<file path="config.mk">
export PLATFORM = sky130hd
export DESIGN_NAME = rhsl_chan
export DESIGN_NICKNAME = d
export VERILOG_FILES = /design/src/design/rhsl_pkg.sv /design/src/design/rhsl_chan.sv
export SDC_FILE = /design/constraint.sdc
export NUM_CORES = 1
export LEC_CHECK = 0
export ABC_CLOCK_PERIOD_IN_PS = 8100
export BUFFER_PORTS_ARGS = -buffer_cell sky130_fd_sc_hd__buf_2
export CORE_MARGIN = 3
export CORE_UTILIZATION = 65
export DETAILED_ROUTE_END_ITERATION = 6
export HOLD_SLACK_MARGIN = 0.15
export PLACE_DENSITY_LB_ADDON = 0.05
export SYNTH_ARGS = -nofsm -noshare
export SYNTH_HDL_FRONTEND = slang
export SYNTH_SLANG_ARGS = --single-unit
</file>
<file path="constraint.sdc">
create_clock -name clk_i -period 8.1 [get_ports clk_i]
set_input_delay 2.43 -clock clk_i [delete_from_list [all_inputs] [get_ports clk_i]]
set_output_delay 2.43 -clock clk_i [all_outputs]
set_load 0.02 [all_outputs]
</file>
<file path="src/design/rhsl_pkg.sv">
// shared constants and types of the rgb/hsl adjust block
package rhsl_pkg;

  // default number of fraction bits of the internal unit fractions
  localparam int FRAC_BITS_DEF = 16;

  // field widths
  localparam int PIX_W = 8;
  localparam int HUE_W = 10;
  localparam int SAT_W = 18;
  localparam int LIG_W = 19;

  // fraction bits of the saturation offset and light factor registers
  localparam int SAT_FRAC   = 16;
  localparam int LIGHT_FRAC = 16;

  // configuration port
  localparam int CFG_IDX_W  = 2;
  localparam int CFG_DATA_W = 19;

  typedef enum logic [CFG_IDX_W-1:0] {
    CFG_HUE_SHIFT    = 2'd0,
    CFG_SAT_OFFSET   = 2'd1,
    CFG_LIGHT_FACTOR = 2'd2
  } cfg_reg_e;

  localparam logic [LIG_W-1:0] LIGHT_RESET = 19'd65536;

  // divider operand width, holds six times the largest chroma
  localparam int DIV_W = 11;

  // piece of the hue-to-channel curve
  typedef enum logic [1:0] {
    SEG_RISE,
    SEG_TOP,
    SEG_FALL,
    SEG_BASE
  } hue_seg_e;

endpackage

</file>
<file path="src/design/rhsl_chan.sv">
// hue-to-channel evaluation of one color channel, three register stages
module rhsl_chan import rhsl_pkg::*; #(
  parameter int FRAC_BITS = FRAC_BITS_DEF,
  parameter int HUE_OFS   = 0
) (
  input  logic                 clk_i,
  input  logic                 en_i,
  input  logic [FRAC_BITS+1:0] v1_i,
  input  logic [FRAC_BITS+1:0] v2_i,
  input  logic [FRAC_BITS-1:0] hue_i,
  output logic [PIX_W-1:0]     byte_o
);

  localparam int F = FRAC_BITS;
  localparam int THIRD = (1 << F) / 3;
  localparam int TWO_THIRDS = (2 * (1 << F)) / 3;
  localparam logic [F:0] ONE_Q = {1'b1, {F{1'b0}}};
  localparam logic [F:0] TT_Q = (F+1)'(TWO_THIRDS);
  localparam logic signed [F+1:0] OFS_V = (F+2)'(HUE_OFS * THIRD);
  localparam logic signed [F+1:0] ONE_S = $signed({1'b0, ONE_Q});

  // stage 1: hue position, curve piece and slope
  logic signed [F+1:0] vh_raw;
  logic signed [F+1:0] vh_adj;
  logic [F:0]          vh;
  logic [F+3:0]        vh6;
  logic [F+3:0]        fall6;
  logic [F:0]          fall_d;
  hue_seg_e            seg_d;
  logic [F:0]          t_d;

  assign vh_raw = $signed({2'b00, hue_i}) + OFS_V;

  always_comb begin
    vh_adj = vh_raw;
    if (vh_raw < 0) begin
      vh_adj = vh_raw + ONE_S;
    end else if (vh_raw > ONE_S) begin
      vh_adj = vh_raw - ONE_S;
    end
  end

  assign vh     = vh_adj[F:0];
  assign vh6    = (F+4)'(vh) * (F+4)'(6);
  assign fall_d = TT_Q - vh;
  assign fall6  = (F+4)'(fall_d) * (F+4)'(6);

  always_comb begin
    if (vh6 < (F+4)'(ONE_Q)) begin
      seg_d = SEG_RISE;
      t_d   = vh6[F:0];
    end else if (vh[F:F-1] == 2'b00) begin
      seg_d = SEG_TOP;
      t_d   = '0;
    end else if ((F+3)'(vh) * (F+3)'(3) < (F+3)'({ONE_Q, 1'b0})) begin
      seg_d = SEG_FALL;
      t_d   = fall6[F:0];
    end else begin
      seg_d = SEG_BASE;
      t_d   = '0;
    end
  end

  hue_seg_e   seg1_q;
  logic [F:0] t1_q;
  logic [F+1:0] dv1_q, v11_q, v21_q;

  always_ff @(posedge clk_i) begin
    if (en_i) begin
      seg1_q <= seg_d;
      t1_q   <= t_d;
      dv1_q  <= v2_i - v1_i;
      v11_q  <= v1_i;
      v21_q  <= v2_i;
    end
  end

  // stage 2: slope product
  logic [2*F+2:0] prod;
  assign prod = (2*F+3)'(dv1_q) * (2*F+3)'(t1_q);

  hue_seg_e     seg2_q;
  logic [F+2:0] pr2_q;
  logic [F+1:0] v12_q, v22_q;

  always_ff @(posedge clk_i) begin
    if (en_i) begin
      seg2_q <= seg1_q;
      pr2_q  <= prod[2*F+2:F];
      v12_q  <= v11_q;
      v22_q  <= v21_q;
    end
  end

  // stage 3: pick curve value, clamp, scale to a byte
  logic [F+2:0] val;
  logic [F:0]   val_c;
  logic [F+8:0] scaled;

  always_comb begin
    case (seg2_q)
      SEG_RISE: val = (F+3)'(v12_q) + pr2_q;
      SEG_FALL: val = (F+3)'(v12_q) + pr2_q;
      SEG_TOP:  val = (F+3)'(v22_q);
      SEG_BASE: val = (F+3)'(v12_q);
      default:  val = (F+3)'(v12_q);
    endcase
  end

  assign val_c  = (val > (F+3)'(ONE_Q)) ? ONE_Q : val[F:0];
  assign scaled = {val_c, 8'b0} - (F+9)'(val_c);

  logic [PIX_W-1:0] byte_q;

  always_ff @(posedge clk_i) begin
    if (en_i) begin
      byte_q <= scaled[F+7:F];
    end
  end

  assign byte_o = byte_q;

endmodule

</file>
==> results.toml <==
[synth]
synth_commonest_cells = "inv_1 (333), fa_1 (225), ha_1 (211)"
synth.area.mux_share = 0.01138
synth-seq-cells = 137
ys_warn_count = 0
synth_ff_type = "edfxtp_1"
synth-xor-area-share = 0.03620
synth_area_sq_mm = 0.01815
synth_fa_ha_area_frac = 0.3937
yosysMostFrequentCell = "inv_1"
yosysSeqAreaShare = 0.2267
async_reset_ff_frac = 0
synth.area.top_cells = "fa_1 (25%), edfxtp_1 (23%), ha_1 (15%)"
synth_top_family_by_area = "adder cells"
synth.top_cell.area_share = 0.2482
synthSimpleGateAreaFrac = 0.1511
yosysTopAreaCell = "fa_1"
synth_compound_area_frac = 0.09880
synth_cell_types = 75
synth_edf_count = 137
postSynthCellCount = 1860
syn-num-nets = 2350
synth_area_per_cell_sq_um = 9.757

[drt]
ant_nets = 0
top_layer = "met5"
firstDrtPassIters = 5
first_iter_violations = 819
vias = 13040
met2_length_mm = 19.20
wl_met3_mm = 2.334
wl_per_cell_um = 17.57
routed_wl_mm = 40.06
met1_length_mm = 17.04
drt_drc_violations_left = 0
viasPerCell = 5.721

[clocking]
cts.sinks = 137
post_cts_buffers = 0
cts-buffers-inserted = 17
clockBufferDepth = 2
htree_levels = 4
cts_resized = 0
ctsHoldBuffers = 0
clock-root-buffer = "clkbuf_16"
path_clk_slew_ns = 0.07
cts_tree = "yes"
clock_latency_ns = 0.44

[floorplan]
die_h_um = 173.1
die-area_sq_mm = 0.02996
rows = 60
core_area_sq_mm = 0.02718
io_pins = 62
initial_core_util = 0.6678
fp.dieW_um = 173.1

[worst_setup_path]
cp-start-kind = "register"
required_ns = 8.29
cp_max_fo = 18
cp.arrival_ns = 7.17
crit_path_end_kind = "register"
path_class = "reg2reg"

[finish]
stdcell_area_sq_mm = 0.01937
areaGrowthSynthToFinish_pct = 6.763
drive_gt1_frac = 0.06656
n_antenna_cell = 0
finalNetCount = 2385

[timing]
fmax_mhz = 143.3
fin_crit_ns = 6.980
hold_viol = 0
slew_viol_final = 0
setup-tns-final_ns = 0
finalSetupViolCount = 0
worst_pin_slew_ns = 1.087
relSlewSlack = 0.2663
fin_hold_ws_ns = 0.4208
fin_skew_ns = 0.009394
final.period_utilization = 0.8618
rsz0062_at_grt = "no"

[grt]
overflow = 0
grt_pass1_vias = 13770
grt_max_degree = 70
antenna_found_initial = 1
grt_pass1_wl_mm = 67.84
grt_use_total = 0.2819

[placed_design]
post_dp_cell_area_sq_mm = 0.01876
gp_congestion = 0.9116
place_hpwl_mm = 31.37
portBuffers = 61

[hold_path]
holdCritPathClass = "reg2reg"

[run_status]
outcome = "completed"

[flow_run]
drv_cap = 0
==> stage by stage <==
step / util / instances / worst slack [ns]
after floorplan: - / 1860 / 1.924
after global placement: 0.6901 / 2248 / 1.379
after detailed placement: 0.6901 / 2248 / 1.161
after CTS: 0.7129 / 2280 / 1.140
after global routing: 0.7129 / 2280 / 0.7032
final: 0.7129 / 2280 / 1.120
==> layer usage <==
layer  track usage  up-vias
met5             0        -
met1        0.3752     6405
met3       0.04721       88
met2        0.4652      401
li1              -     6147
met4        0.1115        2
==> final timing paths <==
| path | startpoint | endpoint | slack, ns | cells after the start |
|---|---|---|---|---|
| max | t1_q[10]$_DFFE_PP_ | pr2_q[18]$_DFFE_PP_ | 1.12 | 23 |
| max reg2reg | t1_q[10]$_DFFE_PP_ | pr2_q[18]$_DFFE_PP_ | 1.12 | 23 |
| min | v11_q[10]$_DFFE_PP_ | v12_q[10]$_DFFE_PP_ | 0.42 | 0 |
| min reg2reg | v11_q[10]$_DFFE_PP_ | v12_q[10]$_DFFE_PP_ | 0.42 | 0 |
==> state kept, by name (all words and copies together), names as in the netlist <==
signal  count
pr2_q      19
dv1_q      18
v11_q      18
v12_q      18
v21_q      18
v22_q      18
t1_q       16
byte_o      8
seg1_q      2
seg2_q      2
==> critical path, cell delays in order, from the launching register on <==
cell and delay [ns]:
edfxtp_1 0.78, nand2_1 0.20, fa_1 0.57, inv_1 0.05, fa_1 0.49, inv_1 0.05
fa_1 0.49, inv_1 0.06, fa_1 0.50, fa_1 0.54, inv_1 0.05, fa_1 0.53
inv_1 0.04, ha_1 0.31, and3_1 0.16, o211ai_1 0.11, o31ai_1 0.32, nor3_1 0.14
a211o_1 0.34, a31oi_1 0.27, a41oi_1 0.22, a21oi_1 0.26, a21oi_1 0.12, xnor2_1 0.13
==> kinds of logic (layout without fill, tap and decap cells) <==
family	count (synthesis)	after routing
compound gates	260	260
xor+xnor	75	75
fa+ha+maj	436	436
buf+inv	388	436
flops	137	137
mux	20	20
simple gates	544	544
==> layout by cell type, fill, tap and decap left out, drive strengths merged, types with 18 or more instances in the layout <==
master  instances
fa            225
nor2           69
a21o           28
buf            70
ha            211
nand3          20
inv           341
and2          152
nand2         194
nor2b          18
xor2           21
o21ai          47
nor3           22
a21oi          61
edfxtp        137
nand2b         19
xnor2          54
==> area by class of cell <==
cell class	count	area, sq um
fillers	2150	7801
clock buffers	17	425.4
repair buffers	70	379.1
multi-input cells	1335	12540
clock inverters	15	193.9
inverters	334	1254
flip-flops and latches	137	4114
well taps	372	465.4
Power is left out: the tool's default activity adds up to more than one toggle a clock period on the data nets, which glitch-free logic cannot reach.
