File: src/design/rhsl_pkg.sv
// shared constants and types of the rgb/hsl adjust block
package rhsl_pkg;

  // default number of fraction bits of the internal unit fractions
  localparam int FRAC_BITS_DEF = 16;

  // field widths
  localparam int PIX_W = 8;
  localparam int HUE_W = 10;
  localparam int SAT_W = 18;
  localparam int LIG_W = 19;

  // fraction bits of the saturation offset and light factor registers
  localparam int SAT_FRAC   = 16;
  localparam int LIGHT_FRAC = 16;

  // configuration port
  localparam int CFG_IDX_W  = 2;
  localparam int CFG_DATA_W = 19;

  typedef enum logic [CFG_IDX_W-1:0] {
    CFG_HUE_SHIFT    = 2'd0,
    CFG_SAT_OFFSET   = 2'd1,
    CFG_LIGHT_FACTOR = 2'd2
  } cfg_reg_e;

  localparam logic [LIG_W-1:0] LIGHT_RESET = 19'd65536;

  // divider operand width, holds six times the largest chroma
  localparam int DIV_W = 11;

  // piece of the hue-to-channel curve
  typedef enum logic [1:0] {
    SEG_RISE,
    SEG_TOP,
    SEG_FALL,
    SEG_BASE
  } hue_seg_e;

endpackage

File: src/design/rhsl_div.sv
// pipelined restoring divider, one quotient bit per stage, num <= den
module rhsl_div import rhsl_pkg::*; #(
  parameter int FRAC_BITS = FRAC_BITS_DEF
) (
  input  logic                 clk_i,
  input  logic                 en_i,
  input  logic [DIV_W-1:0]     num_i,
  input  logic [DIV_W-1:0]     den_i,
  output logic [FRAC_BITS:0]   quo_o
);

  localparam int NST  = FRAC_BITS + 1;
  localparam int RW   = DIV_W + 1;

  logic [RW-1:0]        rem_q [NST];
  logic [DIV_W-1:0]     den_q [NST];
  logic [FRAC_BITS:0]   quo_q [NST];

  for (genvar k = 0; k < NST; k++) begin : g_step
    logic [RW-1:0]      rem_in;
    logic [FRAC_BITS:0] quo_in;
    logic [DIV_W-1:0]   den_in;
    logic               ge;

    // first step takes the integer bit, later steps double the remainder
    if (k == 0) begin : g_first
      assign rem_in = RW'(num_i);
      assign quo_in = '0;
      assign den_in = den_i;
    end else begin : g_next
      assign rem_in = {rem_q[k-1][RW-2:0], 1'b0};
      assign quo_in = quo_q[k-1];
      assign den_in = den_q[k-1];
    end

    assign ge = (rem_in >= RW'(den_in));

    always_ff @(posedge clk_i) begin
      if (en_i) begin
        rem_q[k] <= ge ? (rem_in - RW'(den_in)) : rem_in;
        den_q[k] <= den_in;
        quo_q[k] <= {quo_in[FRAC_BITS-1:0], ge};
      end
    end
  end

  assign quo_o = quo_q[NST-1];

endmodule

File: config.mk
export PLATFORM = sky130hd
export DESIGN_NAME = rhsl_div
export DESIGN_NICKNAME = d
export VERILOG_FILES = /design/src/design/rhsl_pkg.sv /design/src/design/rhsl_div.sv
export SDC_FILE = /design/constraint.sdc
export NUM_CORES = 1
export LEC_CHECK = 0
export ABC_CLOCK_PERIOD_IN_PS = 2450
export BUFFER_PORTS_ARGS = -buffer_cell sky130_fd_sc_hd__buf_2
export CORE_ASPECT_RATIO = 1.75
export CORE_MARGIN = 2
export CORE_UTILIZATION = 40
export DETAILED_ROUTE_END_ITERATION = 8
export PLACE_DENSITY = 0.58
export SLEW_MARGIN = 15
export SYNTH_ARGS = -nofsm -noshare
export SYNTH_HDL_FRONTEND = slang
export SYNTH_SLANG_ARGS = --single-unit
File: constraint.sdc
create_clock -name clk_i -period 2.45 [get_ports clk_i]
set_input_delay 0 -clock clk_i [delete_from_list [all_inputs] [get_ports clk_i]]
set_output_delay 0 -clock clk_i [all_outputs]
set_load 0.005 [all_outputs]
==> results.md, run 1 <==
- Endpoints failing setup: 89
- Worst setup EP type: register
- CP Class: reg -> reg
- Leading cell type in the layout, fill and taps excluded: edfxtp_1
- Clock tree skew after final layout: 0.04020 ns
- Register clock-pin slew on the reported worst setup and hold paths: 0.06 ns
- Clock tree from TritonCTS: built
- Power per standard cell area: 1186 nW/um2
- Pin count of the biggest net entering global routing: 66
- Gr usage total: 17.37%
- Post-DP HPWL: 43040 um
- Worst setup margin: -0.2199 ns
- Startpoint of the most critical hold path: den_i[2]
- Clock latency on the worst-skew pair: 0.60 ns
- Count of routing violations after the opening detailed-route iteration: 775
- GR Util met1: 14.05%
- Worst hold path endpoint: den_q[0][2]$_DFFE_PP_
- Setup slack of the most critical reg-to-reg path: -0.22 ns
- Number of nets with antenna violations after routing: 0
- Shortest clock period the worst path allows after layout: 2.670 ns
- Worst hold slack: 0.1343 ns
- Cells on worst reg2reg path: 9
- Busiest grt layer: met2
- Fraction of met2 tracks used by global routing: 37.56%
- Number of buffers between clock root and the deepest sink: 3
- Crit Reg-Reg Startpoint: rem_q[0][36]$_SDFFCE_PN0P_
- Leakage dissipation: 0.01268 uW
- Number of antenna violations at the first check in global routing: 0
- Die Outline Area: 67560 um2
- Routability cong.: 0.8786
- Setup repair after global routing missed its margin: true
- WL/cell: 18.34 um
- Num rows: 124
- Net count after synthesis: 2247
- Total congestion overflow: 0
- Count of distinct cell types in the synthesized netlist: 70
- Library cell occupying the most area in the post-synthesis netlist: edfxtp_1
- DR DRC count: 0
- Number of optimization iterations in the first detailed-route pass: 7
- Global-route wire length before repair: 91140 um
- Data arrival time at the worst-slack endpoint: 3.00 ns
- PortBufs: 40
- Die X: 197.4 um
- Fmax: 374.5 MHz
- Kind of path behind the tightest hold check: in -> reg
- Count of pins on the block boundary: 41
- Prevailing post-synth register cell: edfxtp_1
- Via-to-Cell Ratio: 5.303
- Post-synthesis async set-or-reset flop share: 0%
- Final Slew Violations: 0
- Count of max-cap constraint violations: 0
- Commonest cells after routing, fill and taps aside: edfxtp_1 (505), buf_4 (197), inv_1 (195), ha_1 (156), nor2_1 (121)
- Fraction of post-synthesis cell area in the top cell type by area: 57.95%
- Maximum fanout along the worst path: 11
- Clock sink count: 505
- Final Hold Violating Endpoints: 0
- Number of global-route vias before repair: 17760
- Slew at the pin closest to its max-slew limit: 0.7101 ns
- Startpoint type of the worst setup path: register
- Critical path required time: 2.78 ns
- TritonCTS buffer count: 48
- Mapped Avg Cell Area: 12.95 um2
- Yosys warning count: 0
- Total via count in the routed design: 16940
- Synth-to-layout area growth: 21.30%
- Run status: complete, but fails checks
- Final WL: 58590 um
- Total Nets Final: 2565
- EDFF count, synth: 505
- Fin crit share: 109.0%
- Tot Pwr: 37640 uW
- Layout cell share with drive strength beyond 1: 25.59%
- Global-route track usage on met3: 1.860%
- Count of state elements after synthesis: 505
- Initial Utilization: 40.26%
- H-tree level count: 2
- Share of synthesized area occupied by flip-flops and latches: 57.95%
- Reg2Reg Capture Point: rem_q[0][52]$_DFFE_PP_
- Violated checks: negative setup slack
- Cells after Synth: 2021
- Max-Slew Margin vs Limit: 52.16%
- Clock root cell: clkbuf_16
- Number of antenna repair diodes: 0
- Total core area: 65010 um2
- Hold depth: 2
- Dominant cells by area after synthesis: edfxtp_1 (58%), ha_1 (8.9%), mux2_2 (4.1%)
- Synthesized area: 26170 um2
- Die Height: 342.4 um
- Max IR drop VDD: 0.6144 mV
kinds of logic (layout without fill, tap and decap cells):
group | after synthesis | count (layout) | synth area share [%]
AOI/OAI and AO/OA | 428 | 430 | 10.72
xor gates and xnor gates | 103 | 103 | 3.447
adders and majority gates | 202 | 202 | 10.12
buffers and inverters | 238 | 589 | 3.801
DFF | 505 | 505 | 57.95
muxes | 136 | 136 | 6.120
and+or+nand+nor | 409 | 411 | 7.846
power by group:
| group | switching [uW] | internal (uW) | leakage (uW) |
|---|---|---|---|
| clock network | 3270 | 4200 | 0.000780 |
| registers | 1270 | 12300 | 0.00492 |
| logic | 7960 | 8680 | 0.00697 |
| total | 12500 | 25100 | 0.0127 |
critical path, cell delays in order, from the launching register on:
cell and delay (ns):
edfxtp_1 0.45, buf_6 0.16, fa_2 0.38, o211ai_1 0.23, a21oi_2 0.11, o221ai_2 0.20
nand2b_1 0.10, a211oi_2 0.21, buf_6 0.19, mux2_2 0.38
how the worst max path moves through the flow:
stage | from | end | cells past startpoint
2_1_floorplan | rem_q[0][24]$_SDFFCE_PN0P_ | rem_q[0][38]$_DFFE_PP_ | 9
3_3_place_gp | den_q[0][34]$_DFFE_PP_ | rem_q[0][50]$_DFFE_PP_ | 10
3_5_place_dp | den_q[0][34]$_DFFE_PP_ | rem_q[0][50]$_DFFE_PP_ | 10
4_1_cts | rem_q[0][36]$_SDFFCE_PN0P_ | rem_q[0][50]$_DFFE_PP_ | 9
5_1_grt | rem_q[0][36]$_SDFFCE_PN0P_ | rem_q[0][50]$_DFFE_PP_ | 9
6_report | rem_q[0][36]$_SDFFCE_PN0P_ | rem_q[0][52]$_DFFE_PP_ | 9
layout make-up:
class	count	area, um2
timing repair buffer	292	2390
fill	5575	33270
clock buffer	53	1241
sequential	505	15160
clock inverter	34	332.8
tap	819	1025
multi-input combinational	1282	10800
inverter	210	788.3
cells in the mapped netlist (22+ instances only):
library cell  instances
edfxtp_1            505
inv_1               210
ha_1                186
nor2_1              122
a21oi_1             118
mux2_2               96
nand2_1              96
o21ai_0              86
xnor2_1              65
xor2_1               38
o21a_1               30
nor3_1               29
nand3_1              27
a21o_1               23
mux2_4               22
layer usage:
layer,up-vias,share of wire [%]
met5,-,0
met4,0,6.4
met3,172,2.3
met2,308,60
met1,8279,31
li1,8183,-
stage by stage:
stage	instance area (um2)	setup slack, ns	cells	TNS [ns]	util, %
floorplan	26170	0.01523	2021	0	-
global placement	28740	-0.2836	3039	-16.24	44.22
detailed placement	28740	-0.3336	3039	-20.99	44.22
CTS	31280	-0.2391	3181	-5.944	48.11
global route	31740	-0.2985	3195	-14.35	48.83
finish	31740	-0.2199	3195	-4.296	48.83
flip-flops by register name, summed over array words and instances (netlist names):
name,flops
den_q,176
quo_q,153
rem_q,176
what timing repair did:
item                                   4_1_cts  5_1_grt
pin swaps                                   75       38
gates resized for setup                    106       72
hold buffers                                23        0
buffers inserted                            26       18
setup endpoints to repair                  155      154
endpoints found under the hold margin       68        0
cloned                                       6        0
Note: power is estimated with default switching activity, not from simulation.
==> inputs of run 2 (changes only) <==
- ABC_CLOCK_PERIOD_IN_PS: 2450 -> 2800
- PLACE_DENSITY: 0.58 -> 0.56
- clock period: 2.45 -> 2.8 ns (I/O delays scaled with it)
==> results.md, run 2 (synthesis results as in run 1) <==
- Final Cell Area: 29650 um2
- Post-DP HPWL: 40450 um
- FF+latch area: 15160 um2
- Count of routing violations after the opening detailed-route iteration: 673
- Gr usage total: 16.37%
- Number of buffers between clock root and the deepest sink: 3
- Clock latency on the worst-skew pair: 0.64 ns
- Cells on worst reg2reg path: 7
- Register clock-pin slew on the reported worst setup and hold paths: 0.06 ns
- Final Hold Violating Endpoints: 0
- Pin count of the biggest net entering global routing: 91
- Clock sink count: 505
- H-tree level count: 2
- Number of global-route vias before repair: 17040
- Endpoints failing setup: 0
- Number of antenna repair diodes: 0
- Placed cells: 2896
- Largest registers in the final layout: den_q (176), rem_q (176), quo_q (153)
- Reg2Reg Capture Point: rem_q[0][14]$_DFFE_PP_
- Initial Utilization: 40.26%
- Post-route insts no fill: 3016
- Fmax: 362.6 MHz
- Data arrival time at the worst-slack endpoint: 3.13 ns
- Worst setup margin: 0.04238 ns
- Hold depth: 2
- Maximum fanout along the worst path: 12
- Max IR drop VDD: 0.4758 mV
- Startpoint of the most critical hold path: den_i[7]
- Crit Reg-Reg Startpoint: rem_q[0][0]$_DFFE_PP_
- Max-Slew Margin vs Limit: 48.94%
- Die Outline Area: 67560 um2
- DR DRC count: 0
- Total congestion overflow: 0
- Final Slew Violations: 0
- Clock tree from TritonCTS: built
- Leakage dissipation: 0.01165 uW
- CP Class: reg -> reg
- Number of antenna violations at the first check in global routing: 0
- Setup slack of the most critical reg-to-reg path: 0.04 ns
- Via-to-Cell Ratio: 5.346
- Count of max-cap constraint violations: 0
- Num rows: 124
- Core Util, Final: 45.61%
- Power per standard cell area: 1035 nW/um2
- Die Height: 342.4 um
- Setup repair after global routing missed its margin: true
- Placed Instance Area: 27630 um2
- Routability cong.: 0.8585
- Leading cell type in the layout, fill and taps excluded: edfxtp_1
- Number of nets with antenna violations after routing: 0
- WL/cell: 18.10 um
- Slew at the pin closest to its max-slew limit: 0.7564 ns
- Setup Slack @ Placement: -0.02280 ns
- Worst hold path endpoint: den_q[0][7]$_DFFE_PP_
- Total core area: 65010 um2
- Clock tree skew after final layout: 0.05582 ns
- Total Nets Final: 2385
- Fin crit share: 98.49%
- Multi-input gate area: 10090 um2
- Number of optimization iterations in the first detailed-route pass: 5
- Synth-to-layout area growth: 13.30%
- Commonest cells after routing, fill and taps aside: edfxtp_1 (505), inv_1 (210), ha_1 (185), nor2_1 (122), a21oi_1 (116)
- Startpoint type of the worst setup path: register
- Worst setup EP type: register
- Final WL: 54590 um
- FILL cells: 5743
- PortBufs: 40
- Count of pins on the block boundary: 41
- Kind of path behind the tightest hold check: in -> reg
- Die X: 197.4 um
- TritonCTS buffer count: 48
- Clock root cell: clkbuf_16
- Shortest clock period the worst path allows after layout: 2.758 ns
- Layout cell share with drive strength beyond 1: 15.07%
- Run status: finished, final reports clean
- Critical path required time: 3.17 ns
- Global-route wire length before repair: 86390 um
- Total via count in the routed design: 16130
-- run 2: report_power, final --
| group | internal, uW | switching [uW] |
|---|---|---|
| Combinational | 5950 | 6180 |
| Clock | 3770 | 2990 |
| Sequential | 10700 | 1060 |
| Total | 20400 | 10200 |
-- run 2: per-layer routing --
layer / up-vias / track usage [%] / part of all wire [%] / routed length, um
li1: 7807 / - / - / -
met1: 7873 / 14.11 / 33 / 17850
met2: 291 / 34.29 / 59 / 32140
met3: 154 / 2.126 / 2.6 / 1402
met4: 0 / 9.774 / 5.9 / 3201
met5: - / 0 / 0 / 0
-- run 2: worst max-delay path by stage --
stage / from / to / slack (ns)
after floorplan: rem_q[0][24]$_SDFFCE_PN0P_ / rem_q[0][38]$_DFFE_PP_ / 0.33
after detailed placement: den_q[0][33]$_DFFE_PP_ / rem_q[0][49]$_DFFE_PP_ / -0.02
final: rem_q[0][0]$_DFFE_PP_ / rem_q[0][14]$_DFFE_PP_ / 0.04
after global routing: den_q[0][67]$_DFFE_PP_ / rem_q[0][93]$_DFFE_PP_ / -0.007
after CTS: den_q[0][67]$_DFFE_PP_ / rem_q[0][93]$_DFFE_PP_ / 0.01
after global placement: den_q[0][33]$_DFFE_PP_ / rem_q[0][49]$_DFFE_PP_ / 0.04
-- run 2: repair_timing --
| action | 4_1_cts | 5_1_grt |
|---|---|---|
| pin swaps | 0 | 7 |
| buffers inserted | 1 | 7 |
| endpoints found under the setup margin | 12 | 65 |
| hold buffers | 23 | 0 |
| endpoints found under the hold margin | 62 | 0 |
| cloned | 0 | 1 |
| resized for setup | 2 | 20 |
-- run 2: critical path, stage by stage, from the launching register on --
cell and delay (ns):
edfxtp_1 0.43, fa_1 0.51, o211ai_1 0.22, a21oi_1 0.12, a311oi_1 0.47, o22ai_1 0.19, nand2b_4 0.26, mux2_2 0.31
-- run 2: through the flow --
step | power, uW | TNS (ns) | hold slack, ns
3_5_place_dp | 23850 | -0.1177 | 0.1934
2_1_floorplan | 20830 | 0 | 0.09887
5_1_grt | 32650 | -0.02165 | 0.08754
3_3_place_gp | 23470 | 0 | 0.1947
4_1_cts | 30850 | 0 | 0.05357
6_report | 30680 | 0 | 0.09592
-- run 2: cell type report --
type	count	share of cell area [%]
tap	819	3.456
clock buffer	54	4.127
timing repair buffer	116	3.190
multi-input combinational	1278	34.02
clock inverter	34	1.397
inverter	210	2.659
sequential	505	51.15
